===== config.mk =====
export PLATFORM = sky130hd
export DESIGN_NAME = multiplexed_seven_segment_scanner_top_flat
export DESIGN_NICKNAME = d
export VERILOG_FILES = /design/src/design/msss_pkg.sv /design/src/design/msss_ifs.sv /design/src/design/msss_in_stage.sv /design/src/design/msss_digit.sv /design/src/design/msss_drive.sv /design/src/design/multiplexed_seven_segment_scanner_top.sv /design/src/flat_wrapper.sv
export SDC_FILE = /design/constraint.sdc
export NUM_CORES = 1
export LEC_CHECK = 0
export BUFFER_PORTS_ARGS = -buffer_cell sky130_fd_sc_hd__buf_4
export CELL_PAD_IN_SITES_DETAIL_PLACEMENT = 0
export CELL_PAD_IN_SITES_GLOBAL_PLACEMENT = 1
export CORE_ASPECT_RATIO = 1.25
export CORE_UTILIZATION = 35
export DETAILED_ROUTE_END_ITERATION = 10
export GPL_TIMING_DRIVEN = 0
export PLACE_DENSITY_LB_ADDON = 0.1
export REMOVE_ABC_BUFFERS = 1
export SLEW_MARGIN = 20
export SYNTH_ARGS = -nofsm -noshare
export SYNTH_HDL_FRONTEND = slang
export SYNTH_SLANG_ARGS = --single-unit

===== constraint.sdc =====
create_clock -name clk -period 12.3 [get_ports clk]
set_clock_uncertainty 0.1 [all_clocks]
set_input_delay 3.075 -clock clk [delete_from_list [all_inputs] [get_ports clk]]
set_output_delay 3.075 -clock clk [all_outputs]
set_load 0.01 [all_outputs]

===== src/design/msss_pkg.sv =====
// Types, constants and glyph tables of the seven-segment scanner.
`default_nettype none

package msss_pkg;

    localparam int NUM_DIGITS = 5;
    localparam int REQ_W      = 2;
    localparam int VALUE_W    = 17;
    localparam int SEG_W      = 7;
    localparam int POS_W      = 3;
    localparam int IDX_W      = 3;
    localparam int DIGIT_W    = 4;
    localparam int CODE_W     = 5;
    localparam int RECIP_W    = 31;
    localparam int FRAC_W     = 34;
    localparam int PROD_W     = VALUE_W + RECIP_W;
    localparam int SCALED_W   = FRAC_W + 4;

    localparam logic [VALUE_W-1:0] VALUE_MAX = VALUE_W'(99999);

    localparam logic [REQ_W-1:0] REQ_NUMBER = 2'd0;
    localparam logic [REQ_W-1:0] REQ_OFF    = 2'd1;
    localparam logic [REQ_W-1:0] REQ_BT     = 2'd2;

    localparam logic [CODE_W-1:0] CODE_NONE = 5'd31;
    localparam logic [CODE_W-1:0] CODE_O    = 5'd0;
    localparam logic [CODE_W-1:0] CODE_F    = 5'd15;
    localparam logic [CODE_W-1:0] CODE_8    = 5'd8;
    localparam logic [CODE_W-1:0] CODE_L    = 5'd17;
    localparam logic [CODE_W-1:0] CODE_U    = 5'd18;
    localparam logic [CODE_W-1:0] CODE_E    = 5'd14;

    localparam logic [POS_W-1:0] POS_FIRST = 3'd1;
    localparam logic [POS_W-1:0] POS_LAST  = POS_W'(NUM_DIGITS);

    typedef struct packed {
        logic [REQ_W-1:0]   req_type;
        logic [VALUE_W-1:0] value;
        logic               dot;
    } msss_item_t;

    typedef struct packed {
        logic valid;
        logic advance;
    } msss_ctrl_t;

    function automatic logic pos_active(input logic [POS_W-1:0] pos);
        pos_active = (pos >= POS_FIRST) && (pos <= POS_LAST);
    endfunction

    function automatic logic [IDX_W-1:0] pos_to_idx(input logic [POS_W-1:0] pos);
        pos_to_idx = pos_active(pos) ? IDX_W'(pos - POS_FIRST) : '0;
    endfunction

    // Rounded-up 2^34 / (10 * place value) for each digit position.
    function automatic logic [RECIP_W-1:0] place_recip(input logic [IDX_W-1:0] idx);
        unique case (idx)
            3'd0:    place_recip = 31'd171799;
            3'd1:    place_recip = 31'd1717987;
            3'd2:    place_recip = 31'd17179870;
            3'd3:    place_recip = 31'd171798692;
            3'd4:    place_recip = 31'd1717986919;
            default: place_recip = '0;
        endcase
    endfunction

    function automatic logic [CODE_W-1:0] off_code(input logic [IDX_W-1:0] idx);
        unique case (idx)
            3'd2:    off_code = CODE_O;
            3'd3:    off_code = CODE_F;
            3'd4:    off_code = CODE_F;
            default: off_code = CODE_NONE;
        endcase
    endfunction

    function automatic logic [CODE_W-1:0] bt_code(input logic [IDX_W-1:0] idx);
        unique case (idx)
            3'd1:    bt_code = CODE_8;
            3'd2:    bt_code = CODE_L;
            3'd3:    bt_code = CODE_U;
            3'd4:    bt_code = CODE_E;
            default: bt_code = CODE_NONE;
        endcase
    endfunction

    function automatic logic [SEG_W-1:0] glyph(input logic [CODE_W-1:0] code);
        unique case (code)
            5'd0:    glyph = 7'h3F;
            5'd1:    glyph = 7'h06;
            5'd2:    glyph = 7'h5B;
            5'd3:    glyph = 7'h4F;
            5'd4:    glyph = 7'h66;
            5'd5:    glyph = 7'h6D;
            5'd6:    glyph = 7'h7D;
            5'd7:    glyph = 7'h07;
            5'd8:    glyph = 7'h7F;
            5'd9:    glyph = 7'h6F;
            5'd10:   glyph = 7'h6F;
            5'd11:   glyph = 7'h7F;
            5'd12:   glyph = 7'h79;
            5'd13:   glyph = 7'h3F;
            5'd14:   glyph = 7'h79;
            5'd15:   glyph = 7'h71;
            5'd16:   glyph = 7'h01;
            5'd17:   glyph = 7'h38;
            5'd18:   glyph = 7'h3E;
            default: glyph = 7'h00;
        endcase
    endfunction

endpackage

`default_nettype wire


===== src/design/msss_ifs.sv =====
// Valid/ready channel interfaces for refresh ticks and digit drive results.
`default_nettype none

interface msss_tick_if
    import msss_pkg::*;
();
    logic               valid;
    logic               ready;
    logic [REQ_W-1:0]   req_type;
    logic [VALUE_W-1:0] value;
    logic               dot;

    modport source (output valid, req_type, value, dot, input ready);
    modport sink   (input valid, req_type, value, dot, output ready);
endinterface

interface msss_drive_if
    import msss_pkg::*;
();
    logic                  valid;
    logic                  ready;
    logic [NUM_DIGITS-1:0] digit_enable;
    logic [SEG_W-1:0]      segments;
    logic                  point;
    logic                  indicator_off;
    logic                  drive_valid;

    modport source (output valid, digit_enable, segments, point, indicator_off,
                    drive_valid, input ready);
    modport sink   (input valid, digit_enable, segments, point, indicator_off,
                    drive_valid, output ready);
endinterface

`default_nettype wire


===== src/design/msss_in_stage.sv =====
// Input register that captures one refresh tick per transfer.
`default_nettype none

module msss_in_stage
    import msss_pkg::*;
(
    input  wire logic   clk,
    input  wire logic   rst_n,
    msss_tick_if.sink   tick,
    input  wire logic   advance,
    output msss_item_t  item,
    output logic        item_valid
);

    logic       valid_reg;
    logic       valid_next;
    logic       take;
    msss_item_t item_reg;

    assign tick.ready = !valid_reg || advance;
    assign take       = tick.valid && tick.ready;

    always_comb
    begin
        if (take)
        begin
            valid_next = 1'b1;
        end
        else if (advance)
        begin
            valid_next = 1'b0;
        end
        else
        begin
            valid_next = valid_reg;
        end
    end

    always_ff @(posedge clk or negedge rst_n)
    begin
        if (!rst_n)
        begin
            valid_reg <= 1'b0;
        end
        else
        begin
            valid_reg <= valid_next;
        end
    end

    always_ff @(posedge clk)
    begin
        if (take)
        begin
            item_reg.req_type <= tick.req_type;
            item_reg.value    <= tick.value;
            item_reg.dot      <= tick.dot;
        end
    end

    assign item       = item_reg;
    assign item_valid = valid_reg;

endmodule

`default_nettype wire


===== src/design/msss_digit.sv =====
// Decimal digit extraction for the scan position by reciprocal multiplication.
`default_nettype none

module msss_digit
    import msss_pkg::*;
(
    input  wire logic [VALUE_W-1:0] value,
    input  wire logic [POS_W-1:0]   pos,
    output logic      [DIGIT_W-1:0] digit
);

    logic [VALUE_W-1:0]  clamped;
    logic [RECIP_W-1:0]  recip;
    logic [PROD_W-1:0]   prod;
    logic [FRAC_W-1:0]   frac;
    logic [SCALED_W-1:0] scaled;

    // The fraction of value / (10 * place) times ten gives the digit.
    always_comb
    begin
        clamped = (value > VALUE_MAX) ? VALUE_MAX : value;
        recip   = place_recip(pos_to_idx(pos));
        prod    = PROD_W'(clamped) * PROD_W'(recip);
        frac    = prod[FRAC_W-1:0];
        scaled  = SCALED_W'({frac, 3'b000}) + SCALED_W'({frac, 1'b0});
        digit   = scaled[SCALED_W-1:FRAC_W];
    end

endmodule

`default_nettype wire


===== src/design/msss_drive.sv =====
// Scan counter, held display levels and the result register.
`default_nettype none

module msss_drive
    import msss_pkg::*;
(
    input  wire logic                clk,
    input  wire logic                rst_n,
    input  wire msss_item_t          item,
    input  wire logic [DIGIT_W-1:0]  digit,
    input  wire logic                item_valid,
    output msss_ctrl_t               ctrl,
    output logic      [POS_W-1:0]    pos,
    msss_drive_if.source             drive
);

    logic [POS_W-1:0]      pos_reg;
    logic [POS_W-1:0]      pos_next;
    logic [NUM_DIGITS-1:0] en_reg;
    logic [NUM_DIGITS-1:0] en_next;
    logic [SEG_W-1:0]      seg_reg;
    logic [SEG_W-1:0]      seg_next;
    logic                  pt_reg;
    logic                  pt_next;
    logic                  ind_reg;
    logic                  ind_next;
    logic                  dv_reg;
    logic                  dv_next;
    logic                  out_valid_reg;
    logic                  out_valid_next;
    logic                  advance;
    logic                  active;
    logic [IDX_W-1:0]      idx;
    logic [CODE_W-1:0]     code;
    logic [NUM_DIGITS-1:0] en_one;

    assign advance = item_valid && (!out_valid_reg || drive.ready);
    assign active  = pos_active(pos_reg);
    assign idx     = pos_to_idx(pos_reg);
    assign en_one  = NUM_DIGITS'(1) << idx;

    always_comb
    begin
        en_next  = en_reg;
        seg_next = seg_reg;
        pt_next  = pt_reg;
        ind_next = ind_reg;
        code     = CODE_NONE;
        case (item.req_type) inside
            REQ_NUMBER:
            begin
                ind_next = 1'b0;
                if (active)
                begin
                    seg_next = glyph(CODE_W'(digit));
                    pt_next  = (idx == 3'd2) ? item.dot : 1'b0;
                    en_next  = ((idx == 3'd0) && (digit == '0)) ? '0 : en_one;
                end
            end
            REQ_OFF, REQ_BT:
            begin
                if (item.req_type == REQ_BT)
                begin
                    ind_next = 1'b1;
                    code     = bt_code(idx);
                end
                else
                begin
                    code = off_code(idx);
                end
                if (active)
                begin
                    if (code == CODE_NONE)
                    begin
                        en_next = '0;
                    end
                    else
                    begin
                        en_next  = en_one;
                        seg_next = glyph(code);
                        pt_next  = 1'b0;
                    end
                end
            end
            default:
            begin
                en_next = en_reg;
            end
        endcase
        dv_next  = active;
        pos_next = (pos_reg >= POS_LAST) ? POS_FIRST : pos_reg + POS_FIRST;
    end

    always_comb
    begin
        if (advance)
        begin
            out_valid_next = 1'b1;
        end
        else if (drive.ready)
        begin
            out_valid_next = 1'b0;
        end
        else
        begin
            out_valid_next = out_valid_reg;
        end
    end

    always_ff @(posedge clk or negedge rst_n)
    begin
        if (!rst_n)
        begin
            pos_reg       <= '0;
            en_reg        <= '0;
            seg_reg       <= '0;
            pt_reg        <= 1'b0;
            ind_reg       <= 1'b0;
            dv_reg        <= 1'b0;
            out_valid_reg <= 1'b0;
        end
        else
        begin
            out_valid_reg <= out_valid_next;
            if (advance)
            begin
                pos_reg <= pos_next;
                en_reg  <= en_next;
                seg_reg <= seg_next;
                pt_reg  <= pt_next;
                ind_reg <= ind_next;
                dv_reg  <= dv_next;
            end
        end
    end

    assign ctrl.valid          = out_valid_reg;
    assign ctrl.advance        = advance;
    assign pos                 = pos_reg;
    assign drive.valid         = out_valid_reg;
    assign drive.digit_enable  = en_reg;
    assign drive.segments      = seg_reg;
    assign drive.point         = pt_reg;
    assign drive.indicator_off = ind_reg;
    assign drive.drive_valid   = dv_reg;

endmodule

`default_nettype wire


===== src/design/multiplexed_seven_segment_scanner_top.sv =====
// Top level of the five-digit multiplexed seven-segment scanner.
//
//   Channel  Role    Carries
//   tick     sink    req_type, value, dot: one refresh tick per transfer
//   drive    source  digit_enable, segments, point, indicator_off, drive_valid
//
// One tick is taken per cycle while drive is not stalled.
// The path is the input register, one 17 x 31 reciprocal multiply for the digit,
// the glyph lookup and the held-level register that also serves as output.
// Reset clears the scan position and every held level.
// A stall on drive holds the result and, with the input register full, stops tick.
`default_nettype none

module multiplexed_seven_segment_scanner_top
    import msss_pkg::*;
(
    input  wire logic     clk,
    input  wire logic     rst_n,
    msss_tick_if.sink     tick,
    msss_drive_if.source  drive
);

    msss_item_t         item;
    logic               item_valid;
    msss_ctrl_t         ctrl;
    logic [POS_W-1:0]   pos;
    logic [DIGIT_W-1:0] digit;

    msss_in_stage u_in_stage (
        .clk        (clk),
        .rst_n      (rst_n),
        .tick       (tick),
        .advance    (ctrl.advance),
        .item       (item),
        .item_valid (item_valid)
    );

    msss_digit u_digit (
        .value (item.value),
        .pos   (pos),
        .digit (digit)
    );

    msss_drive u_drive (
        .clk        (clk),
        .rst_n      (rst_n),
        .item       (item),
        .digit      (digit),
        .item_valid (item_valid),
        .ctrl       (ctrl),
        .pos        (pos),
        .drive      (drive)
    );

endmodule

`default_nettype wire


===== src/flat_wrapper.sv =====
// flat-port wrapper written by rule: the top's interface ports become plain ports
module multiplexed_seven_segment_scanner_top_flat import msss_pkg::*;
  (clk, rst_n, tick_valid, tick_req_type, tick_value, tick_dot, tick_ready, drive_valid, drive_digit_enable, drive_segments, drive_point, drive_indicator_off, drive_drive_valid, drive_ready);
  msss_tick_if tick_i ();
  msss_drive_if drive_i ();
  input  wire logic clk;
  input  wire logic rst_n;
  input wire logic [$bits(tick_i.valid)-1:0] tick_valid;
  input wire logic [$bits(tick_i.req_type)-1:0] tick_req_type;
  input wire logic [$bits(tick_i.value)-1:0] tick_value;
  input wire logic [$bits(tick_i.dot)-1:0] tick_dot;
  output wire logic [$bits(tick_i.ready)-1:0] tick_ready;
  output wire logic [$bits(drive_i.valid)-1:0] drive_valid;
  output wire logic [$bits(drive_i.digit_enable)-1:0] drive_digit_enable;
  output wire logic [$bits(drive_i.segments)-1:0] drive_segments;
  output wire logic [$bits(drive_i.point)-1:0] drive_point;
  output wire logic [$bits(drive_i.indicator_off)-1:0] drive_indicator_off;
  output wire logic [$bits(drive_i.drive_valid)-1:0] drive_drive_valid;
  input wire logic [$bits(drive_i.ready)-1:0] drive_ready;
  assign tick_i.valid = tick_valid;
  assign tick_i.req_type = tick_req_type;
  assign tick_i.value = tick_value;
  assign tick_i.dot = tick_dot;
  assign tick_ready = tick_i.ready;
  assign drive_valid = drive_i.valid;
  assign drive_digit_enable = drive_i.digit_enable;
  assign drive_segments = drive_i.segments;
  assign drive_point = drive_i.point;
  assign drive_indicator_off = drive_i.indicator_off;
  assign drive_drive_valid = drive_i.drive_valid;
  assign drive_i.ready = drive_ready;
  multiplexed_seven_segment_scanner_top u_core (.clk(clk), .rst_n(rst_n), .tick(tick_i), .drive(drive_i));
endmodule

# Word level (Yosys, flattened, before mapping)
# Memories as Yosys holds them, arrays and structs flattened.
# Cells that the tools add are included.
# W data, S select, Z words.
[totals] regBits=40 romBits=336 inputBits=24 out_inout_bits=17 wordCells=85 n_memories=2
[classes] add_sub_neg=3 mul=1 n_lt_le_gt_ge=4 n_eq_ne=10 shift=1 mux=33 n_reduce_logical=20
[mem_list] memory="(no name shown)" depth=32 word_bits=7 rd=1 rd_clocked_by_memory_dff=0 write_ports=0 line_no="msss_pkg.sv:87" rtl="unique case (code)"
[mem_list] memory="(no name shown)" depth=16 word_bits=7 rd=1 rd_clocked_by_memory_dff=0 write_ports=0 line_no="msss_pkg.sv:87"
[op_table] cell="$pmux W31 S5" n=1
[op_table] cell="$mux W5" n=9
[op_table] cell="$add A37 B35 Y38" n=1
[op_table] cell="$mux W7" n=5
[op_table] cell="$mul A17 B31 Y34" n=1
[op_table] cell="$pmux W5 S4" n=1
[op_table] cell="$gt A17 B17 Y1 const B" n=1
[op_table] cell="$mux W17" n=1
[op_table] cell="$mux W1" n=13
[op_table] cell="$pmux W5 S2" n=1
[op_table] cell="$reduce_bool A2 Y1" n=4
[op_table] cell="$eq A3 B2 Y1 const B" n=2
[op_table] cell="$mux W3" n=2
[op_table] cell="$ne A2 B2 Y1 const B" n=3
[op_table] cell="$eq A5 B5 Y1 const B" n=1
[op_table] cell="$reduce_and A5 Y1" n=1
[op_table] cell="$shl A1 B3 Y5 const A" n=1
[op_table] cell="$logic_and A1 B1 Y1" n=4
[op_table] cell="$logic_not A4 Y1" n=1
[op_table] cell="$reduce_and A4 Y1" n=1
[op_table] cell="$reduce_or A2 Y1" n=2
[op_table] cell="$add A3 B1 Y3 const B" n=1
[op_table] cell="$eq A3 B1 Y1 const B" n=1
[op_table] cell="$eq A3 B3 Y1 const B" n=1
[op_table] cell="11 further kinds" n=13

# Logic depth before layout (Yosys ltp)
# Gate-level depths: netlist (run 1).
[logic_depth] ltp_word=14 depth_mapped=50

# Hierarchy
# Synthesis (run 1) repeated with hierarchy kept, for this count alone.
[unflattened] hier_cells=1792 hier_area_um2=15766.4
[modules_own_cells] module="msss_digit" instances=1 cells_each=1572 area_per_inst_um2=13386.6
[modules_own_cells] module="msss_drive" instances=1 cells_each=196 area_per_inst_um2=1725.4
[modules_own_cells] module="msss_in_stage" instances=1 cells_each=24 area_per_inst_um2=654.4

# Worst setup path before layout (run 1)
# No wires, ideal clock.
[synth_path] path_kind="flip-flop to flip-flop" startpoint="reg u_core.u_drive.pos_reg[0] (netlist: u_core.u_drive.pos[0])" endpoint="reg u_core.u_drive.seg_reg[1] (netlist: u_core.u_drive.drive.segments[1])" setup_time_ns=0.150 arrival_ns=9.585 t_required_ns=12.050 path_slack_ns=2.465 path_stages_with_launch=45 path_buffers=4 period_less_slack_ns=9.835 path_cell_list="dfrtp_1 -> buf_6 -> inv_1 -> ha_1 -> buf_2 -> and2_1 -> buf_2 -> o21ai_1 -> clkbuf_1 -> nand2_1 -> nor2_1 -> nor2_1 -> fa_1 -> inv_1 -> fa_1 -> fa_1 -> inv_1 -> fa_1 -> [9 not listed] -> or3_1 -> a21oi_1 -> xnor2_1 -> ha_1 -> nand4_1 -> nor2_1 -> inv_1 -> o221a_2 -> o31ai_2 -> o211a_1 -> o21ai_2 -> a31oi_4 -> nor2_1 -> a31oi_2 -> xor2_2 -> ha_1 -> o31ai_1 -> a41oi_1"
[synth_between] elab_chain_len=14 elab_cells_between_ends=31 classes_between="add/sub: 2; mul: 1; order compare: 2; eq/ne: 8; mux: 12; reduce/logical: 4; memory: 2"
[synth_rtl] element="start: declaration" line_no="msss_drive.sv:17" rtl="logic [POS_W-1:0] pos_reg;"
[synth_rtl] element="start signal: assignment" line_no="msss_drive.sv:127" rtl="pos_reg <= pos_next;"
[synth_rtl] element="branches (longest 14 deep; another with $add A37 B35 Y38)"
[synth_rtl] element="end signal: assignment" line_no="msss_drive.sv:129" rtl="seg_reg <= seg_next;"
[synth_rtl] element="end: declaration" line_no="msss_drive.sv:21" rtl="logic [SEG_W-1:0] seg_reg;"
# Several ways; the timed one is not identified. The select of a mux whose other input is x is not followed.
# A chain may end at the register's enable or synchronous reset.

# Worst setup path after layout (run 1)
# Ends and elaborated chain as after synthesis.

==> results by stage, run 1 <==
STA:
- The fmax is 86.3 MHz.
- The tightest slew margin relative to the limit is 30.0%.
- The number of setup violations in the final report is 0.
- The final hold violation count was 0.
- The worst path uses 94.2% of the clock period.
- The number of max-slew violations in the final report was 0.
- The shortest clock period the worst path allows after layout is 11.58 ns.
- Setup repair after global routing left no endpoint under its margin.
- The worst hold slack across all endpoints is 0.394 ns.
- For the pin with the worst max-slew slack, the measured transition is 1.04 ns.

Critical path:
- The cell occurring most often along the worst timing path is sky130_fd_sc_hd__fa_1.
- The worst setup path is of the reg2reg kind.
- STA puts the critical path data arrival time at 11.66 ns.
- The element type at the critical path end is a register.
- The largest stage delay on the critical path is 0.65 ns.
- The reg2reg setup slack is 0.72 ns.
- The slowest stage of the critical path belongs to the cell sky130_fd_sc_hd__nor2_4.
- Of all nets on the critical path, the largest fanout is 24.
- The launching point of the worst reg2reg path is u_core.u_drive.pos[0].
- Among cell families on the critical path, the largest total delay comes from adder cells.
- Data on the critical path is required at its endpoint by 12.38 ns.
- The endpoint identified for the worst register-to-register timing path is u_core.u_drive.drive.segments[1].
- STA classifies the critical path startpoint as a register.
- Counting cells, the worst reg-to-reg path comes to 39.
- The buffers plus inverters on the worst setup path is 5.

Yosys:
- Counting every instance in the synthesized netlist gives 1773.
- Multiplexer cells account for 0% of the synthesized area.
- The combined area of all synthesized cells is 15500 µm².
- The register bit count reported by yosys is 40.
- For this run, asynchronously set or reset flops after synthesis account for 50.0%.
- Sorting the synthesized cells by how often they occur yields sky130_fd_sc_hd__inv_1 (486), sky130_fd_sc_hd__fa_1 (332), sky130_fd_sc_hd__nand2_1 (178).
- Of the synthesized area, sequential elements account for 7.10%.
- In this run the biggest area consumer among cell types represents 42.8% of the synthesized area.
- Summing the areas of all compound-gate instances in the mapped netlist gives 9.73% of the synthesized area.
- The dominant combinational cell family by area after synthesis is adder cells.
- The most instantiated library cell after synthesis is sky130_fd_sc_hd__inv_1.
- The arithmetic-cell share of the synthesized area counting full adders, half adders and majority gates is 53.0%.
- The xor-xnor portion of the synthesized cell area is 3.40%.
- The synthesized area divided by synthesized cell count is 8.75 µm².
- The number of enable flip-flop cells after synthesis is 20.
- In the post-synthesis netlist, the biggest area contributors are sky130_fd_sc_hd__fa_1 (43%), sky130_fd_sc_hd__inv_1 (12%), sky130_fd_sc_hd__ha_1 (10%), sky130_fd_sc_hd__nand2_1 (4.3%), sky130_fd_sc_hd__edfxtp_1 (3.9%).
- The simple-gate share of the synthesized area is 13.4%.
- The total of warnings raised by yosys is 0.
- The netlist uses 82 different library cells.
- The largest total area in the synthesized netlist belongs to sky130_fd_sc_hd__fa_1.
- The predominant post-synthesis flop cell is sky130_fd_sc_hd__edfxtp_1.

Floorplanning:
- For this design the top-level I/O count stands at 41.
- The die covers 45200 µm².
- The width of the die is 190 µm.
- The region available for standard cell placement spans 43400 µm².
- The initialized floorplan defines 85 standard-cell rows.
- The effective utilization at floorplan is 35.8%.
- The die is 237 µm tall.

Global routing:
- Global routing used 23.2% of the available tracks across all layers.
- The via count of the first global-routing pass is 12404.
- The initial antenna violation count is 0.
- The aggregate global routing overflow is 0.
- The maximum number of pins on one net before global-route repair is 30.
- The first global-routing pass estimated 76.1 mm of wire.

Place:
- The final weighted congestion in routability-driven placement is 0.915.
- Detailed placement finished with a half-perimeter wire length of 43.5 mm.
- The number of I/O port buffers is 40.

Finish:
- The number of antenna diodes in the final layout is 0.
- The post-layout utilization of the core is 38.5%.
- The proportion of layout cells with a drive suffix above 1 is 6.88%.
- The area growth from synthesis to layout is 7.57%.
- The register with the most flip-flops in the layout has 20 of them.
- The number of filler instances in the final layout is 4544.
- The number of nets at the end of the flow is 2255.

Routing:
- The routed via count divided by cell count is 5.02.
- The routed wirelength normalized by instance count is 21.4 µm.
- Wires add up to 50.1 mm.
- The total vias in the final route is 11733.
- The first routing iteration left 704 violations.
- The post-route antenna net violation count is 0.
- The first-pass detailed-route iteration total is 4.
- In the routed design, unresolved DRC markers number 0.

Clocking:
- The maximum level of the CTS H-tree is 2.
- CTS placed an instance of sky130_fd_sc_hd__clkbuf_16 at the clock tree root.
- Counting the buffers created by CTS gives 5.
- CTS saw 40 sinks.
- The worst-case clock buffer depth is 2.
- The CTS tree is done.
- The quantity of hold-fixing buffers added after cts is 0.
- The clock transition at the registers of the reported paths is 0.07 ns.
- The later pin in the worst-skew pair is clocked with a latency of 0.31 ns.

Outcome:
- The run finished with clean final reports.

Min path:
- The worst hold path begins at u_core.u_drive.drive.drive_valid.
- The worst hold path belongs to the class reg2reg.
- Counting instances, the worst hold path has a depth of 2.
- The capture endpoint of the worst hold path is u_core.u_drive.drive.drive_valid.

Flow run:
- Across the run, the number of max-cap violations was 0.
timing repair:
action	4_1_cts	5_1_grt
resized for setup	9	10
setup endpoints to repair	8	8
hold endpoints to repair	0	0
buffers inserted	0	5
cloned	0	0
pin swaps	0	1
worst register-to-register path: cells and delay by family, from the launching register on:
family                     cells  cell delay (ns)
AOI/OAI and AO/OA             10             2.62
xor gates and xnor gates       2             0.41
buffers and inverters          5             0.42
adders and majority gates     10             4.54
DFF                            1             0.55
and+or+nand+nor               12             2.82
worst max path at each step:
stage	start	to	cells past startpoint
final	u_core.u_drive.pos[0]	u_core.u_drive.drive.segments[1]	39
after global routing	u_core.u_drive.pos[0]	u_core.u_drive.drive.segments[1]	39
after CTS	u_core.u_drive.pos[0]	u_core.u_drive.drive.segments[2]	36
after detailed placement	u_core.u_drive.pos[0]	u_core.u_drive.drive.segments[2]	40
after global placement	u_core.u_drive.pos[0]	u_core.u_drive.drive.segments[1]	39
after floorplan	u_core.u_drive.pos[0]	u_core.u_drive.drive.segments[1]	40
placed cells by master (no fill, tap or decap), types with 15 or more instances in the layout:
master | netlist | final
sky130_fd_sc_hd__and2_1 | 26 | 25
sky130_fd_sc_hd__fa_1 | 332 | 332
sky130_fd_sc_hd__a21o_1 | 22 | 21
sky130_fd_sc_hd__nand2_1 | 178 | 175
sky130_fd_sc_hd__ha_1 | 126 | 125
sky130_fd_sc_hd__o21ai_0 | 52 | 52
sky130_fd_sc_hd__nand2b_1 | 15 | 15
sky130_fd_sc_hd__dfrtp_1 | 20 | 19
sky130_fd_sc_hd__xnor2_1 | 33 | 33
sky130_fd_sc_hd__edfxtp_1 | 20 | 20
sky130_fd_sc_hd__a21oi_1 | 64 | 62
sky130_fd_sc_hd__inv_1 | 486 | 486
sky130_fd_sc_hd__buf_4 | 3 | 45
sky130_fd_sc_hd__nor2_1 | 132 | 128
per-stage QoR:
step	instance area (µm²)	TNS (ns)	setup slack (ns)	instances
6_report	16700	0	0.719	2339
5_1_grt	16700	0	0.0249	2339
4_1_cts	16600	0	0.186	2334
3_5_place_dp	16400	-6.51	-0.975	2326
3_3_place_gp	16300	-10.64	-1.53	2321
2_1_floorplan	15300	0	2.07	1716
metal layers:
layer  vias up  GRT usage (%)  part of all wire, %
met5         -              0                    0
met4         0           8.78                  4.3
met3        81           2.19                  3.5
met2       289           39.4                   50
met1      6000           30.3                   42
li1       5363              -                    -
cell families (layout without fill, tap and decap cells):
family / count (synthesis) / after routing
and+or+nand+nor: 455 / 455
DFF: 40 / 40
AOI/OAI and AO/OA: 224 / 224
adders and majority gates: 458 / 458
xor gates and xnor gates: 53 / 53
buffers and inverters: 543 / 544
area by class of cell:
cell class                      instances  area, µm²  share of cell area [%]
Clock inverter                          3       45.0                   0.270
Multi-Input combinational cell       1190      12500                    74.8
Sequential cell                        40       1100                    6.60
Timing Repair Buffer                   50        405                    2.43
Inverter                              486       1820                    10.9
Clock buffer                            5        125                   0.750
Tap cell                              565        707                    4.24
Power of run 1 is not shown: default switching activity piles up to over one toggle a cycle in this logic, so the estimate is an artifact.
==> inputs of run 2 (changes only) <==
Settings changed: SYNTH_HIERARCHICAL from default to 1.
==> run 2 against run 1 <==
Via count rose by 0.20%. Hold slack got worse by 0.0031 ns. Non-clock buffer count fell by 1. Sequential share of layout area is 0.069 points lower. Die area rose by 1.5%. Critical path depth increased by 1. Count of clock-buffer cells in the layout is 2 higher. Synthesized area rose by 1.6%. Register-to-register slack worse by 0.07 ns. Synthesized cell count is 1.0% higher. Final cell count increased by 1.2%. Utilization is 0.15 points lower. Highest routed layer unchanged.
==> results by stage, run 2 <==
Routing:
- The detailed-route DRC error count is 0.
- Wires add up to 48.8 mm.
- After detailed routing, the average wire length per cell comes to 20.6 µm.
- The routed via count divided by cell count is 4.97.
- The total vias in the final route is 11757.
- The initial detailed-routing violation count is 635.
- The count of nets left with antenna violations once routing finished came out at 0.
- Before antenna repair, the detailed router went through 6 iterations.

Critical path:
- By instance count, the cell type seen most on the critical path is sky130_fd_sc_hd__fa_1.
- The reg2reg setup slack is 0.64 ns.
- The data arrival time of the worst path is 11.71 ns.
- The launching point of the worst reg2reg path is u_core/u_drive/pos[2].
- The critical path in this run is classified as reg2reg.
- The slowest stage of the critical path is the sky130_fd_sc_hd__dfrtp_2 cell.
- Data on the critical path is required at its endpoint by 12.36 ns.
- The worst register-to-register path has a depth of 40.
- The launching element type of the critical path is a register.
- Of all nets on the critical path, the largest fanout is 24.
- Tracing the worst setup path back leads to its startpoint at u_core/u_drive/pos[2].
- The end point of the critical path is u_core/u_drive/drive.segments[4].
- The end of the worst register-to-register path is u_core/u_drive/drive.segments[4].
- On the worst path, the slowest cell contributes a delay of 0.68 ns.
- The worst setup path is captured at a register.

Flow run:
- Max-cap violations in this run came to 0.

Finish:
- The finished cells cover 16900 µm².
- The multi-input logic area is 12800 µm².
- The register with the most flip-flops in the layout has 20 of them.
- Cells with a size suffix above 1 make up 6.80% of the layout.
- The area taken by flip-flops and latches is 1110 µm².
- The most common cell after layout, fill and taps aside is sky130_fd_sc_hd__inv_1.
- The repair_antennas step left the layout with diodes totalling 0.
- The number of filler instances in the final layout is 4602.
- In the layout the commonest cells are sky130_fd_sc_hd__inv_1 (486), sky130_fd_sc_hd__fa_1 (332), sky130_fd_sc_hd__nand2_1 (185).
- The number of nets at the end of the flow is 2287.
- Compared with the post-synthesis result, the final layout area differs by 7.54%.

STA:
- The final hold violation count came to 0.
- Setup violations remaining at the end of the flow were counted as 0.
- Dividing the final minimum period by the clock period gives 94.8%.
- In this run the tightest slew margin relative to its limit is 34.8%.
- The worst hold slack across all endpoints is 0.390 ns.
- Setup repair after global routing left no endpoint under its margin.
- The fmax is 85.8 MHz.
- The shortest clock period the worst path allows after layout is 11.66 ns.
- The number of max-slew violations in the final report is 0.
- For the pin with the worst max-slew slack, the measured transition is 0.978 ns.

Global routing:
- For this run the aggregate overflow at the end of global routing stands at 0.
- The overall fraction of global-route tracks in use is 22.1%.
- Entering global routing, the biggest net connects 32 pins.
- The via count of the first global-routing pass is 12323.
- The initial antenna violation count is 0.
- The first global-routing pass estimated 73.7 mm of wire.

Clocking:
- CTS placed an instance of sky130_fd_sc_hd__clkbuf_16 at the clock tree root.
- TritonCTS built the clock tree.
- At the later pin of the worst-skew pair, clock insertion delay measures 0.29 ns.
- Clock-pin slew was measured on the worst setup and hold paths at 0.06 ns.
- The number of clock sinks is 40.
- The TritonCTS buffer count is 5.
- Counting along the longest clock path gives a buffer depth of 2.
- The clock tree synthesis step divided the H-tree into 2 levels.
- The quantity of hold-fixing buffers added after cts is 0.

Floorplanning:
- The width of the die is 192 µm.
- After floorplanning, the core was sized to cover 44200 µm².
- After floorplanning, the core was divided into 86 placement rows.
- 41 I/O pins were placed.
- The die covers 45900 µm².
- The overall die height is 239 µm.
- The effective utilization at floorplan is 35.6%.

Yosys:
- The combined area of all synthesized cells is 15800 µm².
- For this run, the number of Yosys warnings is 6.
- The number of cells produced by synthesis is 1791.
- The synthesized area divided by synthesized cell count is 8.80 µm².

Place:
- The final weighted congestion in routability-driven placement is 0.898.
- Input and output buffers added on the ports amount to 40.
- Detailed placement ended at an HPWL of 43.0 mm.
- The cell area reported after detailed placement is 16600 µm².

Min path:
- The class of the most critical hold timing path is reg2reg.

Outcome:
- The flow ran to the end, and the final reports show no timing, DRC or antenna violations.
-- run 2: worst max-delay path, delay by kind of cell (launching register included) --
family	cells	cell delay [ns]
buf+inv	4	0.46
xor+xnor	1	0.18
fa+ha+maj	11	4.89
mux	1	0.09
flops	1	0.68
simple gates	4	0.79
compound gates	19	4.28
-- run 2: final cells by class --
class	count	share of cell area (%)
Multi-Input combinational cell	1210	75.4
Inverter	487	10.8
Sequential cell	40	6.53
Clock inverter	1	0.0295
Clock buffer	7	0.783
Timing Repair Buffer	49	2.24
Tap cell	572	4.22
-- run 2: how the worst min path moves through the flow --
stage	to	slack, ns	start	cells past startpoint
finish	u_core/u_drive/drive.drive_valid	0.39	u_core/u_drive/drive.drive_valid	2
global route	u_core/u_drive/drive.drive_valid	0.43	u_core/u_drive/drive.drive_valid	2
CTS	u_core/u_drive/drive.drive_valid	0.40	u_core/u_drive/drive.drive_valid	2
detailed placement	u_core/u_drive/drive.drive_valid	0.38	u_core/u_drive/drive.drive_valid	2
global placement	u_core/u_drive/drive.digit_enable[4]	0.37	u_core/u_drive/drive.digit_enable[4]	2
floorplan	u_core/u_drive/drive.drive_valid	0.41	u_core/u_drive/drive.drive_valid	2
-- run 2: layer usage --
metal / GRT usage [%] / wire (µm) / vias up
met1: 28.0 / 20300 / 6031
met5: 0 / 0 / -
met2: 40.4 / 26000 / 253
met3: 0.747 / 1300 / 46
li1: - / - / 5427
met4: 6.33 / 1230 / 0
-- run 2: through the flow --
stage	TNS, ns	cells	setup slack, ns	util, %
2_1_floorplan	0	1737	1.56	-
3_3_place_gp	-8.25	2349	-1.30	37.4
3_5_place_dp	-5.92	2351	-0.972	37.5
4_1_cts	0	2360	0.0542	37.9
5_1_grt	0	2366	0.0496	38.3
6_report	0	2366	0.644	38.3
-- run 2: timing repair --
item                                    4_1_cts  5_1_grt
buffers inserted                              1        6
resized for setup                            15       22
endpoints found under the setup margin        8        8
pin swaps                                     1        2
Power of run 2 is left out for the same reason.
